[src/qwau_pkg.sv]
package qwau_pkg;

	// word geometry
	localparam int WORD_WIDTH = 64;
	localparam int HALF_WIDTH = 32;
	localparam int CNT_W      = $clog2(WORD_WIDTH);
	localparam logic [CNT_W-1:0] CNT_LAST = CNT_W'(WORD_WIDTH - 1);

	// operation codes
	typedef enum logic [2:0] {
		OP_ADD  = 3'd0,
		OP_SUB  = 3'd1,
		OP_MUL  = 3'd2,
		OP_EMUL = 3'd3,
		OP_DIV  = 3'd4
	} op_t;

	// controller states
	typedef enum logic [1:0] {
		ST_IDLE,
		ST_RUN,
		ST_FIN
	} state_t;

	// controller to datapath
	typedef struct packed {
		logic load;
		logic mul_step;
		logic div_step;
		logic out_load;
	} cmd_t;

	// datapath to controller
	typedef struct packed {
		logic [2:0] op;
		logic       mplier_zero;
		logic       mcand_top;
		logic       divisor_zero;
	} status_t;

	// sign-extend the low half of a word to a full word
	function automatic logic [WORD_WIDTH-1:0] sext_half(input logic [WORD_WIDTH-1:0] v);
		sext_half = {{(WORD_WIDTH-HALF_WIDTH){v[HALF_WIDTH-1]}}, v[HALF_WIDTH-1:0]};
	endfunction

endpackage

[src/qwau_in_if.sv]
interface qwau_in_if;
	logic                                 valid;
	logic                                 ready;
	logic [2:0]                           operation;
	logic [qwau_pkg::WORD_WIDTH-1:0]      operand_a;
	logic [qwau_pkg::WORD_WIDTH-1:0]      operand_b;

	modport source (output valid, output operation, output operand_a, output operand_b,
		input ready);
	modport sink (input valid, input operation, input operand_a, input operand_b,
		output ready);
endinterface

[src/qwau_out_if.sv]
interface qwau_out_if;
	logic                                 valid;
	logic                                 ready;
	logic [qwau_pkg::WORD_WIDTH-1:0]      result_value;
	logic signed [qwau_pkg::HALF_WIDTH-1:0] remainder_value;
	logic                                 overflow_flag;
	logic                                 divide_by_zero;

	modport source (output valid, output result_value, output remainder_value,
		output overflow_flag, output divide_by_zero, input ready);
	modport sink (input valid, input result_value, input remainder_value,
		input overflow_flag, input divide_by_zero, output ready);
endinterface

[src/quad_word_arith_unit.sv]
// 64-bit arithmetic unit: add, subtract, shift-add multiply and divide.
//
// Channels: in_ch takes one item (operation, operand_a, operand_b) when
// valid and ready are both high; out_ch gives one result item per input
// item (result_value, remainder_value, overflow_flag, divide_by_zero).
//
// One item is worked at a time. in_ch.ready is high only while the unit is
// idle. After acceptance the controller works the item in ST_RUN: add,
// subtract and unused codes leave without a step, divide steps once per
// quotient bit (or leaves without a step on a zero divisor), and multiply
// steps once per multiplier bit until the multiplier runs out or a step
// with the top multiplicand bit set raises overflow. ST_FIN then loads the
// output register and raises out_ch.valid. The next item can be accepted in
// the cycle after the load. The shift-add and restoring-divide steps each
// handle one bit per cycle.
//
// The output register parts the two sides: the next item is accepted while
// a result still waits. When the receiver stalls, a finished result holds in
// the controller until the output slot frees. Reset clears the controller
// and the output valid; no result is pending after reset.
module quad_word_arith_unit (
	input  logic       clk,
	input  logic       arst_n,
	qwau_in_if.sink    in_ch,
	qwau_out_if.source out_ch
);

	qwau_pkg::cmd_t    cmd;
	qwau_pkg::status_t status;

	qwau_ctrl u_ctrl (
		.clk       (clk),
		.arst_n    (arst_n),
		.in_valid  (in_ch.valid),
		.in_ready  (in_ch.ready),
		.out_valid (out_ch.valid),
		.out_ready (out_ch.ready),
		.status    (status),
		.cmd       (cmd)
	);

	qwau_dpath u_dpath (
		.clk             (clk),
		.cmd             (cmd),
		.operation       (in_ch.operation),
		.operand_a       (in_ch.operand_a),
		.operand_b       (in_ch.operand_b),
		.status          (status),
		.result_value    (out_ch.result_value),
		.remainder_value (out_ch.remainder_value),
		.overflow_flag   (out_ch.overflow_flag),
		.divide_by_zero  (out_ch.divide_by_zero)
	);

	// a load of the output register always presents a result next cycle
	a_out_load_valid: assert property (@(posedge clk) disable iff (!arst_n)
		cmd.out_load |=> out_ch.valid)
		else $error("result loaded but not presented");

	// never overwrite a result that is still waiting
	a_no_overwrite: assert property (@(posedge clk) disable iff (!arst_n)
		cmd.out_load |-> (!out_ch.valid || out_ch.ready))
		else $error("output register overwritten while stalled");

	// one item in flight: acceptance closes the input until the work ends
	a_one_in_flight: assert property (@(posedge clk) disable iff (!arst_n)
		(in_ch.valid && in_ch.ready) |=> !in_ch.ready)
		else $error("second item accepted while busy");

	// overflow and divide-by-zero come from different operations
	a_flags_exclusive: assert property (@(posedge clk) disable iff (!arst_n)
		out_ch.valid |-> !(out_ch.overflow_flag && out_ch.divide_by_zero))
		else $error("both flags raised on one result");

endmodule

[src/qwau_ctrl.sv]
module qwau_ctrl (
	input  logic                clk,
	input  logic                arst_n,
	input  logic                in_valid,
	output logic                in_ready,
	output logic                out_valid,
	input  logic                out_ready,
	input  qwau_pkg::status_t   status,
	output qwau_pkg::cmd_t      cmd
);

	qwau_pkg::state_t state_q, state_n;
	logic [qwau_pkg::CNT_W-1:0] cnt_q, cnt_n;
	logic out_valid_q, out_valid_n;

	// state, step count and output slot
	always_ff @(posedge clk or negedge arst_n) begin
		if (!arst_n) begin
			state_q     <= qwau_pkg::ST_IDLE;
			cnt_q       <= '0;
			out_valid_q <= 1'b0;
		end else begin
			state_q     <= state_n;
			cnt_q       <= cnt_n;
			out_valid_q <= out_valid_n;
		end
	end

	assign out_valid = out_valid_q;

	// next state and commands
	always_comb begin
		state_n  = state_q;
		cnt_n    = cnt_q;
		cmd      = '0;
		in_ready = 1'b0;
		case (state_q)
			qwau_pkg::ST_IDLE: begin
				in_ready = 1'b1;
				if (in_valid) begin
					cmd.load = 1'b1;
					cnt_n    = '0;
					state_n  = qwau_pkg::ST_RUN;
				end
			end
			qwau_pkg::ST_RUN: begin
				case (status.op)
					qwau_pkg::OP_MUL, qwau_pkg::OP_EMUL: begin
						if (status.mplier_zero) begin
							state_n = qwau_pkg::ST_FIN;
						end else begin
							cmd.mul_step = 1'b1;
							// top bit set: this step raises overflow and ends
							if (status.mcand_top) begin
								state_n = qwau_pkg::ST_FIN;
							end
						end
					end
					qwau_pkg::OP_DIV: begin
						if (status.divisor_zero) begin
							state_n = qwau_pkg::ST_FIN;
						end else begin
							cmd.div_step = 1'b1;
							cnt_n        = cnt_q + 1'b1;
							if (cnt_q == qwau_pkg::CNT_LAST) begin
								state_n = qwau_pkg::ST_FIN;
							end
						end
					end
					default: begin
						state_n = qwau_pkg::ST_FIN;
					end
				endcase
			end
			qwau_pkg::ST_FIN: begin
				// hold until the output slot is free or being emptied
				if (!out_valid_q || out_ready) begin
					cmd.out_load = 1'b1;
					state_n      = qwau_pkg::ST_IDLE;
				end
			end
			default: begin
				state_n = qwau_pkg::ST_IDLE;
			end
		endcase

		out_valid_n = out_valid_q;
		if (cmd.out_load) begin
			out_valid_n = 1'b1;
		end else if (out_ready) begin
			out_valid_n = 1'b0;
		end
	end

endmodule

[src/qwau_dpath.sv]
module qwau_dpath (
	input  logic                                  clk,
	input  qwau_pkg::cmd_t                        cmd,
	input  logic [2:0]                            operation,
	input  logic [qwau_pkg::WORD_WIDTH-1:0]       operand_a,
	input  logic [qwau_pkg::WORD_WIDTH-1:0]       operand_b,
	output qwau_pkg::status_t                     status,
	output logic [qwau_pkg::WORD_WIDTH-1:0]       result_value,
	output logic signed [qwau_pkg::HALF_WIDTH-1:0] remainder_value,
	output logic                                  overflow_flag,
	output logic                                  divide_by_zero
);

	localparam int W = qwau_pkg::WORD_WIDTH;
	localparam int H = qwau_pkg::HALF_WIDTH;

	// x: multiplicand, or dividend shifting into quotient
	// y: multiplier, or divisor
	logic [2:0]   op_q;
	logic [W-1:0] x_q, y_q, acc_q, rem_q;
	logic         ovf_q;
	logic [W-1:0] res_q;
	logic [H-1:0] rem_out_q;
	logic         ovf_out_q, dz_out_q;

	logic [W-1:0] acc_add;
	logic [W:0]   partial, trial;
	logic         is_div, dz;
	logic [W-1:0] x_load, y_load, acc_load;

	assign acc_add = y_q[0] ? acc_q + x_q : acc_q;
	assign partial = {rem_q, x_q[W-1]};
	assign trial   = partial - {1'b0, y_q};
	assign is_div  = (op_q == qwau_pkg::OP_DIV);
	assign dz      = (y_q == '0);

	assign status.op           = op_q;
	assign status.mplier_zero  = (y_q == '0);
	assign status.mcand_top    = x_q[W-1];
	assign status.divisor_zero = dz;

	// operand values taken at load
	always_comb begin
		x_load   = operand_a;
		y_load   = operand_b;
		acc_load = '0;
		case (operation)
			qwau_pkg::OP_ADD:  acc_load = operand_a + operand_b;
			qwau_pkg::OP_SUB:  acc_load = operand_a - operand_b;
			qwau_pkg::OP_EMUL: begin
				x_load = qwau_pkg::sext_half(operand_a);
				y_load = qwau_pkg::sext_half(operand_b);
			end
			qwau_pkg::OP_DIV:  y_load = qwau_pkg::sext_half(operand_b);
			default: ;
		endcase
	end

	// operand load and iteration
	always_ff @(posedge clk) begin
		if (cmd.load) begin
			op_q  <= operation;
			ovf_q <= 1'b0;
			rem_q <= '0;
			x_q   <= x_load;
			y_q   <= y_load;
			acc_q <= acc_load;
		end else if (cmd.mul_step) begin
			acc_q <= acc_add;
			if (x_q[W-1]) begin
				ovf_q <= 1'b1;
			end else begin
				x_q <= {x_q[W-2:0], 1'b0};
				y_q <= {1'b0, y_q[W-1:1]};
			end
		end else if (cmd.div_step) begin
			// restoring step: keep the difference when it does not go negative
			if (!trial[W]) begin
				rem_q <= trial[W-1:0];
				x_q   <= {x_q[W-2:0], 1'b1};
			end else begin
				rem_q <= partial[W-1:0];
				x_q   <= {x_q[W-2:0], 1'b0};
			end
		end
	end

	// output register
	always_ff @(posedge clk) begin
		if (cmd.out_load) begin
			if (is_div) begin
				res_q     <= dz ? '0 : {{(W-H){1'b0}}, x_q[H-1:0]};
				rem_out_q <= dz ? '0 : rem_q[H-1:0];
			end else begin
				res_q     <= acc_q;
				rem_out_q <= '0;
			end
			ovf_out_q <= ovf_q;
			dz_out_q  <= is_div && dz;
		end
	end

	assign result_value    = res_q;
	assign remainder_value = rem_out_q;
	assign overflow_flag   = ovf_out_q;
	assign divide_by_zero  = dz_out_q;

endmodule

[src/flat_wrapper.sv]
// flat-port wrapper written by rule: the top's interface ports become plain ports
module quad_word_arith_unit_flat 
  (clk, arst_n, in_ch_valid, in_ch_operation, in_ch_operand_a, in_ch_operand_b, in_ch_ready, out_ch_valid, out_ch_result_value, out_ch_remainder_value, out_ch_overflow_flag, out_ch_divide_by_zero, out_ch_ready);
  qwau_in_if in_ch_i ();
  qwau_out_if out_ch_i ();
  input  logic clk;
  input  logic arst_n;
  input wire logic [$bits(in_ch_i.valid)-1:0] in_ch_valid;
  input wire logic [$bits(in_ch_i.operation)-1:0] in_ch_operation;
  input wire logic [$bits(in_ch_i.operand_a)-1:0] in_ch_operand_a;
  input wire logic [$bits(in_ch_i.operand_b)-1:0] in_ch_operand_b;
  output wire logic [$bits(in_ch_i.ready)-1:0] in_ch_ready;
  output wire logic [$bits(out_ch_i.valid)-1:0] out_ch_valid;
  output wire logic [$bits(out_ch_i.result_value)-1:0] out_ch_result_value;
  output wire logic [$bits(out_ch_i.remainder_value)-1:0] out_ch_remainder_value;
  output wire logic [$bits(out_ch_i.overflow_flag)-1:0] out_ch_overflow_flag;
  output wire logic [$bits(out_ch_i.divide_by_zero)-1:0] out_ch_divide_by_zero;
  input wire logic [$bits(out_ch_i.ready)-1:0] out_ch_ready;
  assign in_ch_i.valid = in_ch_valid;
  assign in_ch_i.operation = in_ch_operation;
  assign in_ch_i.operand_a = in_ch_operand_a;
  assign in_ch_i.operand_b = in_ch_operand_b;
  assign in_ch_ready = in_ch_i.ready;
  assign out_ch_valid = out_ch_i.valid;
  assign out_ch_result_value = out_ch_i.result_value;
  assign out_ch_remainder_value = out_ch_i.remainder_value;
  assign out_ch_overflow_flag = out_ch_i.overflow_flag;
  assign out_ch_divide_by_zero = out_ch_i.divide_by_zero;
  assign out_ch_i.ready = out_ch_ready;
  quad_word_arith_unit u_core (.clk(clk), .arst_n(arst_n), .in_ch(in_ch_i), .out_ch(out_ch_i));
endmodule
[config.mk]
export PLATFORM = sky130hd
export DESIGN_NAME = quad_word_arith_unit_flat
export DESIGN_NICKNAME = d
export VERILOG_FILES = /design/src/qwau_pkg.sv /design/src/qwau_in_if.sv /design/src/qwau_out_if.sv /design/src/quad_word_arith_unit.sv /design/src/qwau_ctrl.sv /design/src/qwau_dpath.sv /design/src/flat_wrapper.sv
export SDC_FILE = /design/constraint.sdc
export NUM_CORES = 1
export LEC_CHECK = 0
export BUFFER_PORTS_ARGS = -buffer_cell sky130_fd_sc_hd__clkbuf_2
export CORE_UTILIZATION = 48
export DETAILED_ROUTE_END_ITERATION = 8
export MAX_ROUTING_LAYER = met4
export PLACE_DENSITY = 0.66
export SYNTH_ARGS = -nofsm -noshare
export SYNTH_HDL_FRONTEND = slang
export SYNTH_SLANG_ARGS = --single-unit
[constraint.sdc]
create_clock -name clk -period 7.8 [get_ports clk]
set_clock_uncertainty 0.15 [all_clocks]
set_input_delay 1.17 -clock clk [delete_from_list [all_inputs] [get_ports clk]]
set_output_delay 1.17 -clock clk [all_outputs]
set_load 0.005 [all_outputs]
==> results of run 1 <==
## area by class of cell
class / instances / area [um^2]
well taps: 756 / 945.9
clock buffers: 51 / 1127
repair buffers: 260 / 1379
fillers: 5262 / 25930
multi-input cells: 2499 / 16390
flip-flops and latches: 367 / 10320
diodes: 3 / 7.507
inverters: 125 / 474.2
clock inverters: 29 / 244.0
## kinds of logic after synthesis
logic type / Yosys count
flip-flops: 367
multiplexers: 14
adder cells (fa/ha/maj): 195
AO/OA/AOI/OAI: 1134
buffers and inverters: 307
XOR/XNOR: 239
AND/OR/NAND/NOR: 917
## cells in the mapped netlist, types with 11 or more instances
cell type    n  area, um^2
o22ai_1     62       387.9
mux2i_1     13       130.1
a211oi_1    47       352.8
xnor2_1    133        1165
o21bai_1    37       277.8
a31oi_1     48       300.3
nand2b_1    42       262.8
dfxtp_1     65        1301
o31ai_1     16       120.1
clkbuf_1   159       596.8
inv_1      124       465.5
buf_2       17       85.08
a21oi_1    342        1712
nor2_1     206       773.2
and3_1      32       200.2
o21a_1      23       172.7
nand4_1     48       300.3
nor4_1      28       175.2
o21ai_0    253        1266
o211ai_1    23       172.7
nor2b_1     20       125.1
nor3_1      49       245.2
xor2_1     104       910.9
ha_1       192        2402
edfxtp_1   293        8798
nand2_1    300        1126
a311oi_1    35       306.5
and2_1      80       500.5
a22o_1      33       289.0
and4_1      11       96.34
nand3_1     53       265.3
a21o_1     126       945.9
or3_1       15       93.84
## sequential cells by signal, summed over array words and instances (netlist names)
signal,cells
u_core.u_ctrl.cnt_q,6
u_core.u_dpath.result_value,64
u_core.u_dpath.divide_by_zero,1
u_core.u_dpath.rem_q,64
u_core.u_ctrl.out_valid,1
u_core.u_dpath.remainder_value,32
u_core.u_dpath.acc_q,64
u_core.u_dpath.op_q,3
u_core.u_dpath.overflow_flag,1
u_core.u_dpath.x_q,64
u_core.u_ctrl.state_q,2
u_core.u_dpath.y_q,64
u_core.u_dpath.ovf_q,1
## per-layer routing
| metal | up-vias | track usage [%] | part of all wire (%) |
|---|---|---|---|
| li1 | 12080 | - | - |
| met1 | 12210 | 45.50 | 46 |
| met2 | 976 | 49.88 | 45 |
| met3 | 131 | 4.025 | 6.7 |
| met4 | 0 | 9.138 | 2.7 |
| met5 | - | - | 0 |
## report_power, final
part / internal, uW / total [uW] / switching (uW)
clock: 1140 / 2010 / 874
combinational: 2710 / 7180 / 4470
sequential: 3270 / 3770 / 501
## metrics by stage
step	cell area (um^2)	setup slack, ps	std cells	hold WS (ps)
floorplan	27810	1445	3173	259.0
CTS	30880	1359	4087	260.5
detailed placement	29510	744.6	4007	292.1
global placement	29510	920.2	4007	278.5
global route	30890	920.2	4090	270.1
finish	30890	1300	4090	279.2
## worst paths after layout
| check | slack [ps] | depth (start not counted) | to | from |
|---|---|---|---|---|
| worst min-delay path | 280 | 1 | u_core.u_ctrl.out_valid | arst_n |
| max in group asynchronous | 7020 | 1 | u_core.u_ctrl.cnt_q[2] | arst_n |
| worst max register to register | 2130 | 15 | u_core.u_dpath.rem_q[25] | u_core.u_dpath.x_q[63] |
| min in group clk | 310 | 0 | u_core.u_dpath.overflow_flag | u_core.u_dpath.ovf_q |
| worst min register to register | 310 | 0 | u_core.u_dpath.overflow_flag | u_core.u_dpath.ovf_q |
| worst max-delay path | 1300 | 17 | u_core.u_dpath.acc_q[55] | in_ch_operand_b[6] |
==> results_dict.tcl, run 1 <==
set metrics [dict create \
    run_status "complete, no violations" \
    pwr_density_cell_mw_per_mm2 419.7 \
    core_mm2 0.05682 \
    crit_slowest_cell "or4b_2" \
    worstPathArrival_ps 6630 \
    synthSimpleGateAreaFrac_pct 15.99 \
    synth_edf_count 293 \
    clk_pin_slew_ps 60 \
    report.final.slew_viol_count 0 \
    grt_max_degree 98 \
    cp_common_cell "xnor2_1" \
    rsz0062_at_grt "false" \
    setup_violations 0 \
    worst_pin_slew_ps 1252 \
    routed-via-count 25400 \
    avgViaCountPerCell 6.210 \
    async_flop_share_pct 2.452 \
    die_y_um 242.7 \
    maxCapViolCount 0 \
    die_area_mm2 0.05891 \
    yosys_most_used_dff "edfxtp_1" \
    endpoint_kind "flip-flop" \
    ant_nets 0 \
    yosysUniqueCellTypes 89 \
    relSlewSlack_pct 16.04 \
    area_growth_pct 11.07 \
    grt_overflow 0 \
    hpwl_mm 73.29 \
    h-tree-depth 2 \
    gp_congestion 0.9952 \
    hold_buffers 0 \
    synth_compound_area_share_pct 25.69 \
    cts_sinks 367 \
    layout_common_cells "340 x a21oi_1, 296 x nand2_1, 293 x edfxtp_1" \
    drt-total-wl_mm 95.85 \
    io_buffers 234 \
    critPathTopFamily "simple AND/OR/NAND/NOR gates" \
    synthAdderAreaFrac_pct 8.854 \
    timing.fmax_ghz 0.1538 \
    firstDrtPassIters 6 \
    grtUsageTotal_pct 32.67 \
    worstPathCellList "clkbuf_2, or4_1, nor3_1, and2_1, nand3_1, nor4_2, a21oi_1, xnor2_1, ha_1, nand4_1, or4b_2, o21ai_1, a41oi_1, o41ai_2, a21boi_0, xnor2_1, o22ai_1" \
    drc 0 \
    numCtsBuffers 43 \
    final.setup.tns_ps 0 \
    wl_per_cell_um 23.43 \
    rows 87 \
    syn-cell-area_mm2 0.02781 \
    postCtsSetupRepairBufs 0 \
    grt_pass1_vias 23840 \
    finalCritPeriodShare_pct 83.33 \
    seq_area_frac_synth_pct 37.12 \
    setup.worst_path.class "input port to flip-flop" \
    path_buf_inv 1 \
    synth_xor_area_share_pct 7.581 \
    synth_top_family_by_area "compound AO/OA/AOI/OAI gates" \
    ys_seq_elements 367 \
    power_uw 12970 \
    max-vdd-ir-drop_mv 0.2181 \
    io_pins 235 \
    nets 3626 \
    final_core_util_pct 54.36 \
    cts_tree "yes" \
    cp.required_ps 7930 \
    drt_iter0_drc 2565 \
    cts_buffer_depth 3 \
    startpoint_type "input port" \
    clock_latency_ps 590 \
    cts_resized 0 \
    final.min_clock_period_ps 6500 \
    clockRootBuffer "clkbuf_16" \
    hp-class "input port to async pin" \
    synth.mux.area_fraction_pct 0.5084 \
    antenna_found_initial 4 \
    die-width_um 242.7 \
    final_common_cell "a21oi_1" \
    path_max_fanout 8 \
    worst_path_largest_cell_delay_ps 690 \
    grt_pass1_wl_mm 144.9 \
    start_util_pct 48.95 \
    drive_above_1_share_pct 11.11 \
    syn_nets 3503 \
    synthCells 3173 \
    yosysWarnings 0 \
    finalHoldViolCount 0 \
    avgSynthCellArea_um2 8.765 \
    p_leak_uw 0.01294 \
]
(Power assumes the default switching activity.)
==> inputs of run 2 (changes only) <==
- clock period: 7.8 -> 6.6 ns (I/O delays scaled with it)
==> run 2 against run 1 <==
Sequential power increased by 18%; utilization increased by 0.46 points; first-iteration DRC count increased by 4.1%; routed wire length decreased by 0.12%; clock power increased by 27%; total power increased by 20%; flip-flop and latch count unchanged; cell area increased by 0.85%; hold slack got worse by 180 ps.
==> results_dict.tcl, run 2 (synthesis results as in run 1) <==
set metrics [dict create \
    worst_pin_slew_ps 1267 \
    die-width_um 242.7 \
    relSlewSlack_pct 15.05 \
    grt_pass1_wl_mm 145.5 \
    drt-met1-wl_mm 43.82 \
    switching_share_pct 44.45 \
    drive_above_1_share_pct 11.77 \
    cts_tree "yes" \
    rsz0062_at_grt "false" \
    p_leak_uw 0.01309 \
    h-tree-depth 2 \
    drc 0 \
    drt-total-wl_mm 95.74 \
    die_area_mm2 0.05891 \
    clock_latency_ps 590 \
    power_frac_seq_pct 28.7 \
    routed-via-count 25670 \
    crit_slowest_cell "or3_4" \
    finalHoldViolCount 0 \
    cts_resized 0 \
    numCtsBuffers 44 \
    cts_buffer_depth 3 \
    fin_cells 4112 \
    hold_buffers 0 \
    grtUsageTotal_pct 32.66 \
    wl_per_cell_um 23.28 \
    top_layer_used "met4" \
    grt_max_degree 91 \
    dr_wl_met3_mm 6.614 \
    cp_common_cell "or3_4" \
    startpoint_type "input port" \
    setup_violations 0 \
    ant_nets 0 \
    antenna_found_initial 8 \
    final.setup.tns_ps 0 \
    cts_sinks 367 \
    run_status "complete, no violations" \
    clockRootBuffer "clkbuf_16" \
    core_mm2 0.05682 \
    dp_cells 4027 \
    gp_congestion 1.029 \
    io_pins 235 \
    wl_met2_mm 42.90 \
    ff2ff_path_depth 15 \
    fillerInstances 5290 \
    reg2reg_from "u_core.u_dpath.x_q[63]" \
    path_max_fanout 8 \
    p_int_uw 8616 \
    report.final.slew_viol_count 0 \
    pwr_density_cell_mw_per_mm2 497.8 \
    endpoint_kind "flip-flop" \
    hpwl_mm 73.19 \
    final_common_cell "a21oi_1" \
    pwr-share-clk_pct 16.5 \
    nets 3647 \
    postCtsSetupRepairBufs 0 \
    area_growth_pct 12.02 \
    die_y_um 242.7 \
    grt_overflow 0 \
    layout_common_cells "340 x a21oi_1, 296 x nand2_1, 293 x edfxtp_1" \
    rrSetupSlack_ps 1200 \
    setup.worst_path.class "input port to flip-flop" \
    max-vdd-ir-drop_mv 0.2466 \
    avgViaCountPerCell 6.242 \
    timing.fmax_ghz 0.1716 \
    final_area_mm2 0.03115 \
    hp-class "input port to async pin" \
    clk_pin_slew_ps 60 \
    setup_slack_ps 773.1 \
    start_util_pct 48.95 \
    cp.required_ps 6730 \
    worstPathArrival_ps 5960 \
    final.min_clock_period_ps 5827 \
    grt_pass1_vias 24080 \
    rows 87 \
    worstPathCellList "clkbuf_2, or3_4, or3_4, or3_4, or3_4, or3_4, nor2b_4, a21oi_1, xnor2_1, ha_1, a21o_1, a21o_1, a21oi_1, o221ai_1, a31o_2, a31oi_1, o31ai_1, a41oi_1, o21ai_0, xnor2_1, o22ai_1" \
    drt_iter0_drc 2670 \
    p_comb_share_pct 54.8 \
    worst_path_largest_cell_delay_ps 390 \
    finalCritPeriodShare_pct 88.29 \
    dp_slack_ps 234.4 \
    io_buffers 234 \
    timing.rr.end "u_core.u_dpath.rem_q[18]" \
    firstDrtPassIters 6 \
    maxCapViolCount 0 \
    p_sw_uw 6894 \
    dpl_cell_area_mm2 0.02966 \
]
## run 2: changes by cell type in the layout (fill, tap and decap cells not counted)
cell	delta
nand2_2	+1
clkbuf_1	-2
clkinv_8	-1
clkinv_1	-5
clkbuf_8	+1
clkbuf_16	+1
nand2_4	-1
clkinvlp_4	-2
bufinv_16	+4
buf_4	+20
clkinv_2	+1
diode_2	+5
## run 2: final cells by class
cell class                 count  area, um^2  share of cell area, %
clock buffer                  51        1159                  3.719
sequential                   367       10320                  33.14
antenna                        8       20.02                0.06426
timing repair buffer         280        1529                  4.908
inverter                     125       474.2                  1.522
multi-input combinational   2499       16380                  52.59
clock inverter                26       319.1                  1.024
tap                          756       945.9                  3.036
## run 2: worst max-delay path, delay by kind of cell
family / cells / cell delay [ps]
AND/OR/NAND/NOR: 6 / 1990
adder cells (fa/ha/maj): 1 / 390
buffers and inverters: 1 / 110
AO/OA/AOI/OAI: 11 / 2150
XOR/XNOR: 2 / 310
## run 2: worst max path at each step
stage                                     start                       end  slack [ps]  depth (start not counted)
final                       in_ch_operand_b[29]  u_core.u_dpath.acc_q[62]         770                         21
after global routing         in_ch_operand_b[6]  u_core.u_dpath.acc_q[57]         380                         20
after CTS                   in_ch_operand_b[29]  u_core.u_dpath.acc_q[62]         840                         21
after detailed placement    in_ch_operand_b[29]  u_core.u_dpath.acc_q[62]         230                         21
after global placement       in_ch_operand_b[6]  u_core.u_dpath.acc_q[57]         270                         20
after floorplan           u_core.u_dpath.y_q[1]     u_core.u_dpath.y_q[0]         420                          6
## run 2: through the flow
step           power [uW]  utilization [%]  hold WS (ps)
3_3_place_gp        12670            52.19         275.4
4_1_cts             15370            54.79         82.19
2_1_floorplan       10440                -         259.0
5_1_grt             16510            54.83         111.0
3_5_place_dp        12750            52.19         286.6
6_report            15510            54.83         97.39
## run 2: layer usage
| layer | up-vias | GRT usage [%] |
|---|---|---|
| met5 | - | - |
| met1 | 12490 | 45.82 |
| met3 | 125 | 3.837 |
| li1 | 12090 | - |
| met4 | 0 | 9.674 |
| met2 | 970 | 49.37 |
## run 2: power groups by stage
stage          Clock (uW)  Combinational [uW]  Sequential (uW)
6_report             2550                8510             4450
5_1_grt              2660                9330             4520
4_1_cts              2590                8350             4430
3_5_place_dp            0                8290             4460
3_3_place_gp            0                8210             4460
2_1_floorplan           0                6140             4310
